### src/rtl/core/icr2d_pkg.sv
// Shared widths, codes and saturation helper for the 2D collision response block.
`default_nettype none

package icr2d_pkg;

    // Register file of the configuration port.
    localparam int unsigned CfgIdxW  = 3;
    localparam int unsigned CfgDataW = 31;

    localparam logic [CfgIdxW-1:0] REG_BODY_MASS   = 3'd0;
    localparam logic [CfgIdxW-1:0] REG_RESTITUTION = 3'd1;
    localparam logic [CfgIdxW-1:0] REG_SLOP_DEPTH  = 3'd2;
    localparam logic [CfgIdxW-1:0] REG_CORR_FRAC   = 3'd3;
    localparam logic [CfgIdxW-1:0] REG_COLL_TRIG   = 3'd4;
    localparam logic [CfgIdxW-1:0] REG_BODY_ACTIVE = 3'd5;

    // Item function codes.
    localparam logic FUNC_LOAD    = 1'b0;
    localparam logic FUNC_COLLIDE = 1'b1;

    // Fixed point types.
    typedef logic signed [31:0] t_q16;
    typedef logic signed [15:0] t_q14;
    typedef logic        [30:0] t_umag;

    // Clamp a wide signed value to the 32-bit signed range.
    function automatic t_q16 f_sat32(input logic signed [73:0] v);
        t_q16 res;
        if (&v[73:31] || ~|v[73:31]) begin
            res = v[31:0];
        end else if (v[73]) begin
            res = 32'sh8000_0000;
        end else begin
            res = 32'sh7fff_ffff;
        end
        return res;
    endfunction

endpackage

`default_nettype wire

### src/rtl/core/impulse_collision_response_2d.sv
// Top level of the 2D impulse collision response block with its shared arithmetic unit.
`default_nettype none

// One rigid body's velocity is kept here. A load item writes it, and its result is
// offered in the cycle after acceptance; a pass-through collision answers the same
// way. A collision runs through one shared shift-add multiplier and one restoring
// divider under a sequencer. Against a static partner it takes eight products;
// against a dynamic one it takes two more products and two quotients. A separating
// contact skips the last three products (static) or the last four products and
// the second quotient (dynamic). The result is then offered until taken, and the
// block is ready again in the cycle after that; it takes no new item before that.
// Configuration writes are taken at any time but belong to idle periods.
module impulse_collision_response_2d (
    input  wire                               i_clk,
    input  wire                               i_rst_n,
    input  wire                               i_cfg_we,
    input  wire  [icr2d_pkg::CfgIdxW-1:0]     i_cfg_idx,
    input  wire  [icr2d_pkg::CfgDataW-1:0]    i_cfg_data,
    input  wire                               i_valid,
    output logic                              o_ready,
    input  wire                               i_func,
    input  wire  signed [15:0]                i_normal_x,
    input  wire  signed [15:0]                i_normal_y,
    input  wire  [30:0]                       i_depth,
    input  wire                               i_contact_is_trigger,
    input  wire                               i_other_dynamic,
    input  wire  [30:0]                       i_other_mass,
    input  wire  signed [31:0]                i_other_vel_x,
    input  wire  signed [31:0]                i_other_vel_y,
    input  wire  signed [31:0]                i_load_vel_x,
    input  wire  signed [31:0]                i_load_vel_y,
    output logic                              o_valid,
    input  wire                               i_ready,
    output logic signed [31:0]                o_pos_dx,
    output logic signed [31:0]                o_pos_dy,
    output logic signed [31:0]                o_vel_x,
    output logic signed [31:0]                o_vel_y,
    output logic                              o_impulse_applied
);
    import icr2d_pkg::*;

    localparam logic [3:0] S_IDLE = 4'd0;
    localparam logic [3:0] S_CM   = 4'd1;
    localparam logic [3:0] S_CMD  = 4'd2;
    localparam logic [3:0] S_CMV  = 4'd3;
    localparam logic [3:0] S_PX   = 4'd4;
    localparam logic [3:0] S_PY   = 4'd5;
    localparam logic [3:0] S_RX   = 4'd6;
    localparam logic [3:0] S_RY   = 4'd7;
    localparam logic [3:0] S_J    = 4'd8;
    localparam logic [3:0] S_JM   = 4'd9;
    localparam logic [3:0] S_JV   = 4'd10;
    localparam logic [3:0] S_VX   = 4'd11;
    localparam logic [3:0] S_VY   = 4'd12;
    localparam logic [3:0] S_OUT  = 4'd13;

    localparam logic [6:0] MulLast = 7'd32;
    localparam logic [6:0] DivLast = 7'd68;

    // Configuration registers.
    logic [30:0] r_body_mass;
    logic [15:0] r_restitution;
    logic [30:0] r_slop;
    logic [15:0] r_frac;
    logic        r_coll_trig;
    logic        r_active;

    // Body state and results.
    t_q16        r_vx, r_vy;
    t_q16        r_pdx, r_pdy;
    logic        r_applied;

    // Latched item.
    t_q14        r_nx, r_ny;
    logic        r_dyn;
    logic [30:0] r_mo;
    logic [31:0] r_msum;
    t_q16        r_vox, r_voy;

    // Sequencer and shared unit.
    logic [3:0]         r_state;
    logic [6:0]         r_cnt;
    logic signed [72:0] r_ma;
    logic [32:0]        r_mb;
    logic signed [72:0] r_acc;
    logic [68:0]        r_dn;
    logic [32:0]        r_rem;
    logic [39:0]        r_q;
    logic [31:0]        r_cm;
    logic [36:0]        r_j;

    logic signed [72:0] n_acc;
    logic signed [72:0] sh_acc;
    logic [33:0]        div_t;
    logic               div_ge;
    logic [32:0]        n_rem;
    logic [39:0]        n_q;
    logic               is_mul, is_div, done, keep_acc;
    logic [3:0]         n_state;
    logic signed [40:0] l_a;
    logic [32:0]        l_b;
    logic [30:0]        c_w, m_w, mo_w;
    logic signed [40:0] neg_van;
    logic signed [32:0] rx_w, ry_w;
    logic               pass_w;

    assign o_ready           = (r_state == S_IDLE);
    assign o_valid           = (r_state == S_OUT);
    assign o_pos_dx          = r_pdx;
    assign o_pos_dy          = r_pdy;
    assign o_vel_x           = r_vx;
    assign o_vel_y           = r_vy;
    assign o_impulse_applied = r_applied;

    // Shared multiplier step: signed multiplicand, multiplier bits taken LSB first,
    // the last bit carries negative weight.
    always_comb begin
        n_acc = r_acc;
        if (r_mb[0]) begin
            n_acc = (r_cnt == MulLast) ? r_acc - r_ma : r_acc + r_ma;
        end
        sh_acc = n_acc >>> 14;
    end

    // Shared divider step, one quotient bit per cycle.
    always_comb begin
        div_t  = {r_rem, r_dn[68]};
        div_ge = (div_t >= {2'b00, r_msum});
        n_rem  = div_ge ? 33'(div_t - {2'b00, r_msum}) : div_t[32:0];
        n_q    = {r_q[38:0], div_ge};
    end

    // Operands taken from the item at acceptance and from the latched item state.
    always_comb begin
        c_w    = (i_depth > r_slop) ? 31'(i_depth - r_slop) : 31'd0;
        m_w    = (r_body_mass == 31'd0) ? 31'd1 : r_body_mass;
        mo_w   = (i_other_mass == 31'd0) ? 31'd1 : i_other_mass;
        pass_w = r_coll_trig || !r_active || i_contact_is_trigger;
        rx_w   = {r_vx[31], r_vx} - (r_dyn ? {r_vox[31], r_vox} : 33'sd0);
        ry_w   = {r_vy[31], r_vy} - (r_dyn ? {r_voy[31], r_voy} : 33'sd0);
        neg_van = 41'(-sh_acc);
    end

    // Sequencer: when a step finishes, pick the next one and its operands.
    always_comb begin
        is_mul   = r_state inside {S_CM, S_CMD, S_PX, S_PY, S_RX, S_RY,
                                   S_J, S_JM, S_VX, S_VY};
        is_div   = r_state inside {S_CMV, S_JV};
        done     = (is_mul && r_cnt == MulLast) || (is_div && r_cnt == DivLast);
        keep_acc = 1'b0;
        l_a      = '0;
        l_b      = '0;
        n_state  = r_state;
        case (r_state)
            S_IDLE: begin
                l_a = {10'd0, c_w};
                l_b = {17'd0, r_frac};
                n_state = S_CM;
            end
            S_CM: begin
                if (r_dyn) begin
                    l_a = {9'd0, n_acc[46:15]};
                    l_b = {2'd0, r_mo};
                    n_state = S_CMD;
                end else begin
                    l_a = {9'd0, n_acc[46:15]};
                    l_b = 33'(r_nx);
                    n_state = S_PX;
                end
            end
            S_CMD: n_state = S_CMV;
            S_CMV: begin
                l_a = {9'd0, n_q[31:0]};
                l_b = 33'(r_nx);
                n_state = S_PX;
            end
            S_PX: begin
                l_a = {9'd0, r_cm};
                l_b = 33'(r_ny);
                n_state = S_PY;
            end
            S_PY: begin
                l_a = 41'(rx_w);
                l_b = 33'(r_nx);
                n_state = S_RX;
            end
            S_RX: begin
                l_a = 41'(ry_w);
                l_b = 33'(r_ny);
                keep_acc = 1'b1;
                n_state = S_RY;
            end
            S_RY: begin
                if (!sh_acc[72] && sh_acc != '0) begin
                    n_state = S_OUT;
                end else begin
                    l_a = neg_van;
                    l_b = 33'({1'b0, r_restitution} + 17'd32768);
                    n_state = S_J;
                end
            end
            S_J: begin
                l_a = {4'd0, n_acc[51:15]};
                if (r_dyn) begin
                    l_b = {2'd0, r_mo};
                    n_state = S_JM;
                end else begin
                    l_b = 33'(r_nx);
                    n_state = S_VX;
                end
            end
            S_JM: n_state = S_JV;
            S_JV: begin
                l_a = {4'd0, n_q[36:0]};
                l_b = 33'(r_nx);
                n_state = S_VX;
            end
            S_VX: begin
                l_a = {4'd0, r_j};
                l_b = 33'(r_ny);
                n_state = S_VY;
            end
            S_VY: n_state = S_OUT;
            S_OUT: n_state = S_IDLE;
            default: n_state = S_IDLE;
        endcase
    end

    // Configuration writes.
    always_ff @(posedge i_clk) begin
        if (!i_rst_n) begin
            r_body_mass   <= 31'd65536;
            r_restitution <= 16'd0;
            r_slop        <= 31'd655;
            r_frac        <= 16'd26214;
            r_coll_trig   <= 1'b0;
            r_active      <= 1'b1;
        end else if (i_cfg_we) begin
            case (i_cfg_idx)
                REG_BODY_MASS:   r_body_mass   <= i_cfg_data;
                REG_RESTITUTION: r_restitution <= i_cfg_data[15:0];
                REG_SLOP_DEPTH:  r_slop        <= i_cfg_data;
                REG_CORR_FRAC:   r_frac        <= i_cfg_data[15:0];
                REG_COLL_TRIG:   r_coll_trig   <= i_cfg_data[0];
                REG_BODY_ACTIVE: r_active      <= i_cfg_data[0];
                default: ;
            endcase
        end
    end

    // Control state and body velocity.
    always_ff @(posedge i_clk) begin
        if (!i_rst_n) begin
            r_state   <= S_IDLE;
            r_cnt     <= '0;
            r_vx      <= '0;
            r_vy      <= '0;
            r_applied <= 1'b0;
        end else begin
            case (r_state)
                S_IDLE: begin
                    if (i_valid) begin
                        r_applied <= 1'b0;
                        r_cnt     <= '0;
                        if (i_func == FUNC_LOAD) begin
                            r_vx    <= i_load_vel_x;
                            r_vy    <= i_load_vel_y;
                            r_state <= S_OUT;
                        end else if (pass_w) begin
                            r_state <= S_OUT;
                        end else begin
                            r_state <= n_state;
                        end
                    end
                end
                S_OUT: begin
                    if (i_ready) begin
                        r_state <= S_IDLE;
                    end
                end
                default: begin
                    if (done) begin
                        r_cnt   <= '0;
                        r_state <= n_state;
                        if (r_state == S_VX) begin
                            r_vx <= f_sat32({{42{r_vx[31]}}, r_vx} + {sh_acc[72], sh_acc});
                        end
                        if (r_state == S_VY) begin
                            r_vy <= f_sat32({{42{r_vy[31]}}, r_vy} + {sh_acc[72], sh_acc});
                            r_applied <= 1'b1;
                        end
                    end else begin
                        r_cnt <= r_cnt + 7'd1;
                    end
                end
            endcase
        end
    end

    // Datapath registers of the shared unit and the item.
    always_ff @(posedge i_clk) begin
        if (r_state == S_IDLE) begin
            r_nx   <= i_normal_x;
            r_ny   <= i_normal_y;
            r_dyn  <= i_other_dynamic;
            r_mo   <= mo_w;
            r_msum <= {1'b0, m_w} + {1'b0, mo_w};
            r_vox  <= i_other_vel_x;
            r_voy  <= i_other_vel_y;
            r_pdx  <= '0;
            r_pdy  <= '0;
            r_ma   <= 73'(l_a);
            r_mb   <= l_b;
            r_acc  <= '0;
        end else if (is_mul) begin
            if (done) begin
                r_ma  <= 73'(l_a);
                r_mb  <= l_b;
                r_acc <= keep_acc ? n_acc : '0;
                if (r_state == S_CM)  r_cm  <= n_acc[46:15];
                if (r_state == S_J)   r_j   <= n_acc[51:15];
                if (r_state == S_PX)  r_pdx <= f_sat32({sh_acc[72], sh_acc});
                if (r_state == S_PY)  r_pdy <= f_sat32({sh_acc[72], sh_acc});
                if (r_state == S_CMD || r_state == S_JM) begin
                    r_dn  <= n_acc[68:0];
                    r_rem <= '0;
                    r_q   <= '0;
                end
            end else begin
                r_acc <= n_acc;
                r_ma  <= r_ma <<< 1;
                r_mb  <= r_mb >> 1;
            end
        end else if (is_div) begin
            r_rem <= n_rem;
            r_q   <= n_q;
            r_dn  <= {r_dn[67:0], 1'b0};
            if (done) begin
                r_ma  <= 73'(l_a);
                r_mb  <= l_b;
                r_acc <= '0;
                if (r_state == S_CMV) r_cm <= n_q[31:0];
                if (r_state == S_JV)  r_j  <= n_q[36:0];
            end
        end
    end

    // The block never offers a result while it can take an item.
    a_excl: assert property (@(posedge i_clk) disable iff (!i_rst_n)
        !(o_ready && o_valid)) else $error("ready and valid together");

    // Step counter stays within the length of a running multiplier operation.
    a_cnt: assert property (@(posedge i_clk) disable iff (!i_rst_n)
        is_mul |-> r_cnt <= MulLast) else $error("multiplier count overrun");

    // A load item answers in the next cycle without an impulse.
    a_load: assert property (@(posedge i_clk) disable iff (!i_rst_n)
        (i_valid && o_ready && i_func == FUNC_LOAD) |=> (o_valid && !o_impulse_applied))
        else $error("load item result missing");

    // A taken result returns the block to idle.
    a_ret: assert property (@(posedge i_clk) disable iff (!i_rst_n)
        (o_valid && i_ready) |=> o_ready) else $error("no return to idle");

endmodule

`default_nettype wire
### config.mk
export PLATFORM = sky130hd
export DESIGN_NAME = impulse_collision_response_2d
export DESIGN_NICKNAME = d
export VERILOG_FILES = /design/src/rtl/core/icr2d_pkg.sv /design/src/rtl/core/impulse_collision_response_2d.sv
export SDC_FILE = /design/constraint.sdc
export NUM_CORES = 2
export LEC_CHECK = 0
export ABC_CLOCK_PERIOD_IN_PS = 20300
export BUFFER_PORTS_ARGS = -buffer_cell sky130_fd_sc_hd__buf_2
export CORE_ASPECT_RATIO = 0.5
export CORE_MARGIN = 2
export CORE_UTILIZATION = 40
export CTS_BUF_LIST = sky130_fd_sc_hd__clkbuf_8 sky130_fd_sc_hd__clkbuf_16
export DETAILED_ROUTE_END_ITERATION = 7
export GPL_TIMING_DRIVEN = 0
export PLACE_DENSITY = 0.54
export SYNTH_ARGS = -nofsm -noshare
export SYNTH_HDL_FRONTEND = slang
export SYNTH_SLANG_ARGS = --single-unit
export TNS_END_PERCENT = 20
### constraint.sdc
create_clock -name i_clk -period 20.3 [get_ports i_clk]
set_input_delay 4.06 -clock i_clk [delete_from_list [all_inputs] [get_ports i_clk]]
set_output_delay 4.06 -clock i_clk [all_outputs]
set_load 0.03 [all_outputs]
==> results.yml <==
floorplanning:
  io_pins: 395
  dieArea_um2: 141700
  core_area_um2: 137300
  start_util_pct: 40.35
  rows: 96
  die_h_um: 267.2
  die_w_um: 530.3
worst_setup_path:
  endpoint_kind: "flip-flop"
  critPathMaxFanout: 10
  worst_ep_arrival_time_ps: 14930
  cp_data_required_time_ps: 20890
  timing.critical_path.mode_cell: "buf_2"
  worstSetupStartpointType: "flip-flop"
  worstReg2RegStart: "r_mb[0]"
  rr_endpoint: "o_vel_y[12]"
  r2r_slack_ps: 5960
  slowest_delay_ps: 1130
  critPathKind: "reg2reg"
  crit_path_top_delay_cell: "mux2i_1"
  reg2reg_depth: 28
clock_tree:
  post_cts_hold_buffer_count: 0
  cts_setup_buffers: 0
  path_clk_slew_ps: 70
  cts_resized: 0
  clkSinkCount: 782
  clk_latency_ps: 730
  cts.htree.levels: 3
  clk_path_buf_depth: 3
  cts_tree: "done"
  clock_tree.root_cell: "clkbuf_16"
  cts-buffers-inserted: 80
placement:
  dp_cells: 8700
  placed_area_um2: 60360
  portBuffers: 391
  hpwl_mm: 210.3
  place_congestion: 1.026
synth:
  ys_seq_elements: 782
  ys.flop_type: "edfxtp_1"
  syn-num-nets: 7027
  synth_cell_type_count: 119
  ys_top_cells_by_area: "edfxtp_1 26%, dfxtp_1 11%, ha_1 8.0%"
  yosysWarnings: 0
  synth_top_area_cell: "edfxtp_1"
  synth.most_common_cell: "nand2_1"
  synth_top_area_share_pct: 25.64
  syn-cell-area_um2: 55400
  postSynth.asyncResetShare_pct: 0
  ys_seq_area_share_pct: 36.81
  ys_top_cells_by_count: "806 x nand2_1, 556 x a21oi_1, 534 x nor2_1, 473 x edfxtp_1, 352 x ha_1"
  synth_cells: 6403
  synth-edff-count: 473
  syn_avg_cell_area_um2: 8.652
cells_and_area:
  drive_above_1_share_pct: 11.07
  design_area_um2: 63240
  stdcell_count: 8865
  fin_nets: 7545
  area_growth_pct: 14.15
route:
  postRouteAntennaNets: 0
  dr.first_iter.drc_count: 7148
  vias: 55290
  firstDrtPassIters: 8
  routedWlPerCell_um: 29.54
  drc_errors: 3
  avgViaCountPerCell: 6.237
  wirelength_mm: 261.9
min_path:
  hold_start: "r_slop[15]"
  hold-path-endpoint: "r_slop[15]"
  min_path_cells: 2
  hp-class: "reg2reg"
status:
  status: "finished, violations left"
  violations: "design-rule violations, max-capacitance violations, max-slew violations"
grt:
  grt_pass1_vias: 51060
  grt_usage_pct: 35.72
  grt_pass1_wl_mm: 366.4
  grt_max_degree: 76
  grt-ovfl-total: 0
  antenna_found_initial: 38
  use_met1_pct: 50.07
  grt_util_met2_pct: 54.47
  grt.busiest_layer: "met2"
  use_met3_pct: 8.524
timing:
  fmax_mhz: 69.72
  period_minus_slack_ps: 14340
  hold_viol_final: 0
  grt_setup_unrepaired: "false"
  finalCritPeriodShare_pct: 70.65
  slew_viol_final: 46
  timing.setup.tns_ps: 0
  final-setup-viol-count: 0
  finClkSkew_ps: 72.11
  tightest_slew_ps: 1633
  slew_headroom_pct: -8.844
power:
  ir_drop_mv: 0.1376
  power_w: 0.01228
  power_density_nw_per_um2: 194.2
  leakagePower_nw: 26.62
run:
  drv_cap: 6
[worst max-delay path: cells and delay by family, from the launching register on]
family	cells	cell delay [ps]
AOI/OAI and AO/OA	9	3120
xor gates and xnor gates	1	240
adders and majority gates	1	500
buffers and inverters	12	6420
DFF	1	730
muxes	1	1130
and+or+nand+nor	4	1980
[cell usage in the layout, fill, tap and decap left out, types with 62 or more instances in the layout]
cell	n
nand2_1	806
a21oi_1	554
nor2_1	533
edfxtp_1	473
buf_2	420
ha_1	352
clkbuf_1	320
o21ai_0	307
dfxtp_1	307
a21o_1	236
xnor2_1	225
inv_1	220
xor2_1	141
nand3_1	136
nor3_1	110
a221o_1	94
nand4_1	81
clkbuf_16	81
o31ai_1	77
and2_1	75
nand2b_1	69
a31oi_1	69
a211oi_1	69
and3_1	66
o21a_1	64
nor4_1	62
[area by class of cell]
cell class / count / area [um^2]
fillers: 13610 / 74060
multi-input cells: 5027 / 32790
flip-flops and latches: 782 / 20390
repair buffers: 436 / 2515
well taps: 1862 / 2330
clock buffers: 100 / 2288
plain buffers: 380 / 1538
inverters: 214 / 810.8
clock inverters: 50 / 536.8
diodes: 14 / 35.03
[where the power goes]
group / switching, W / internal (W) / total, W / leakage, nW
registers: 0.000454 / 0.00247 / 0.00292 / 7.15
clock network: 0.000743 / 0.000888 / 0.00163 / 1.42
logic: 0.00540 / 0.00233 / 0.00773 / 18.0
[per-layer routing]
layer / wire (um) / up-vias
met5: 111 / -
met4: 7786 / 18
met3: 25320 / 398
met2: 112800 / 2652
met1: 115900 / 27380
li1: - / 24840
[worst max path at each step]
stage | slack (ps) | end | cells after the start | start
after global placement | 1160 | r_rem[26] | 8 | r_cnt[0]
final | 5960 | o_vel_y[12] | 28 | r_mb[0]
after detailed placement | 6630 | o_vel_y[12] | 28 | r_mb[0]
after global routing | 5940 | o_vel_x[15] | 38 | r_ma[3]
after CTS | 6580 | o_vel_y[12] | 28 | r_mb[0]
after floorplan | 8620 | r_dn[0] | 8 | r_cnt[0]
[stage by stage]
| stage | setup slack (ps) | hold WS (ps) | utilization, % |
|---|---|---|---|
| 6_report | 5958 | 456.5 | 46.06 |
| 3_5_place_dp | 6633 | 448.5 | 43.97 |
| 3_3_place_gp | 1164 | 441.7 | 43.47 |
| 5_1_grt | 5944 | 479.8 | 46.03 |
| 4_1_cts | 6582 | 456.7 | 46.02 |
| 2_1_floorplan | 8623 | 436.0 | - |
[sequential cells by signal (all words and copies together) (netlist names), 33 cells and up]
| name | flops |
|---|---|
| r_acc | 73 |
| r_mb | 33 |
| r_j | 37 |
| r_dn | 69 |
| r_q | 36 |
| r_ma | 73 |
| r_rem | 33 |
[kinds of logic (layout without fill, tap and decap cells)]
group                    count (synthesis)  in the layout  synth area share (%)
XOR/XNOR                               366            366                 5.786
AND/OR/NAND/NOR                       2204           2204                 18.78
buffers and inverters                  594           1180                 4.221
other                                    0             14                     0
flip-flops                             782            782                 36.81
multiplexers                            63             63                 1.152
AO/OA/AOI/OAI                         2034           2034                 25.01
adder cells (fa/ha/maj)                360            360                 8.239
No activity file was read; power rests on OpenSTA's default activity.
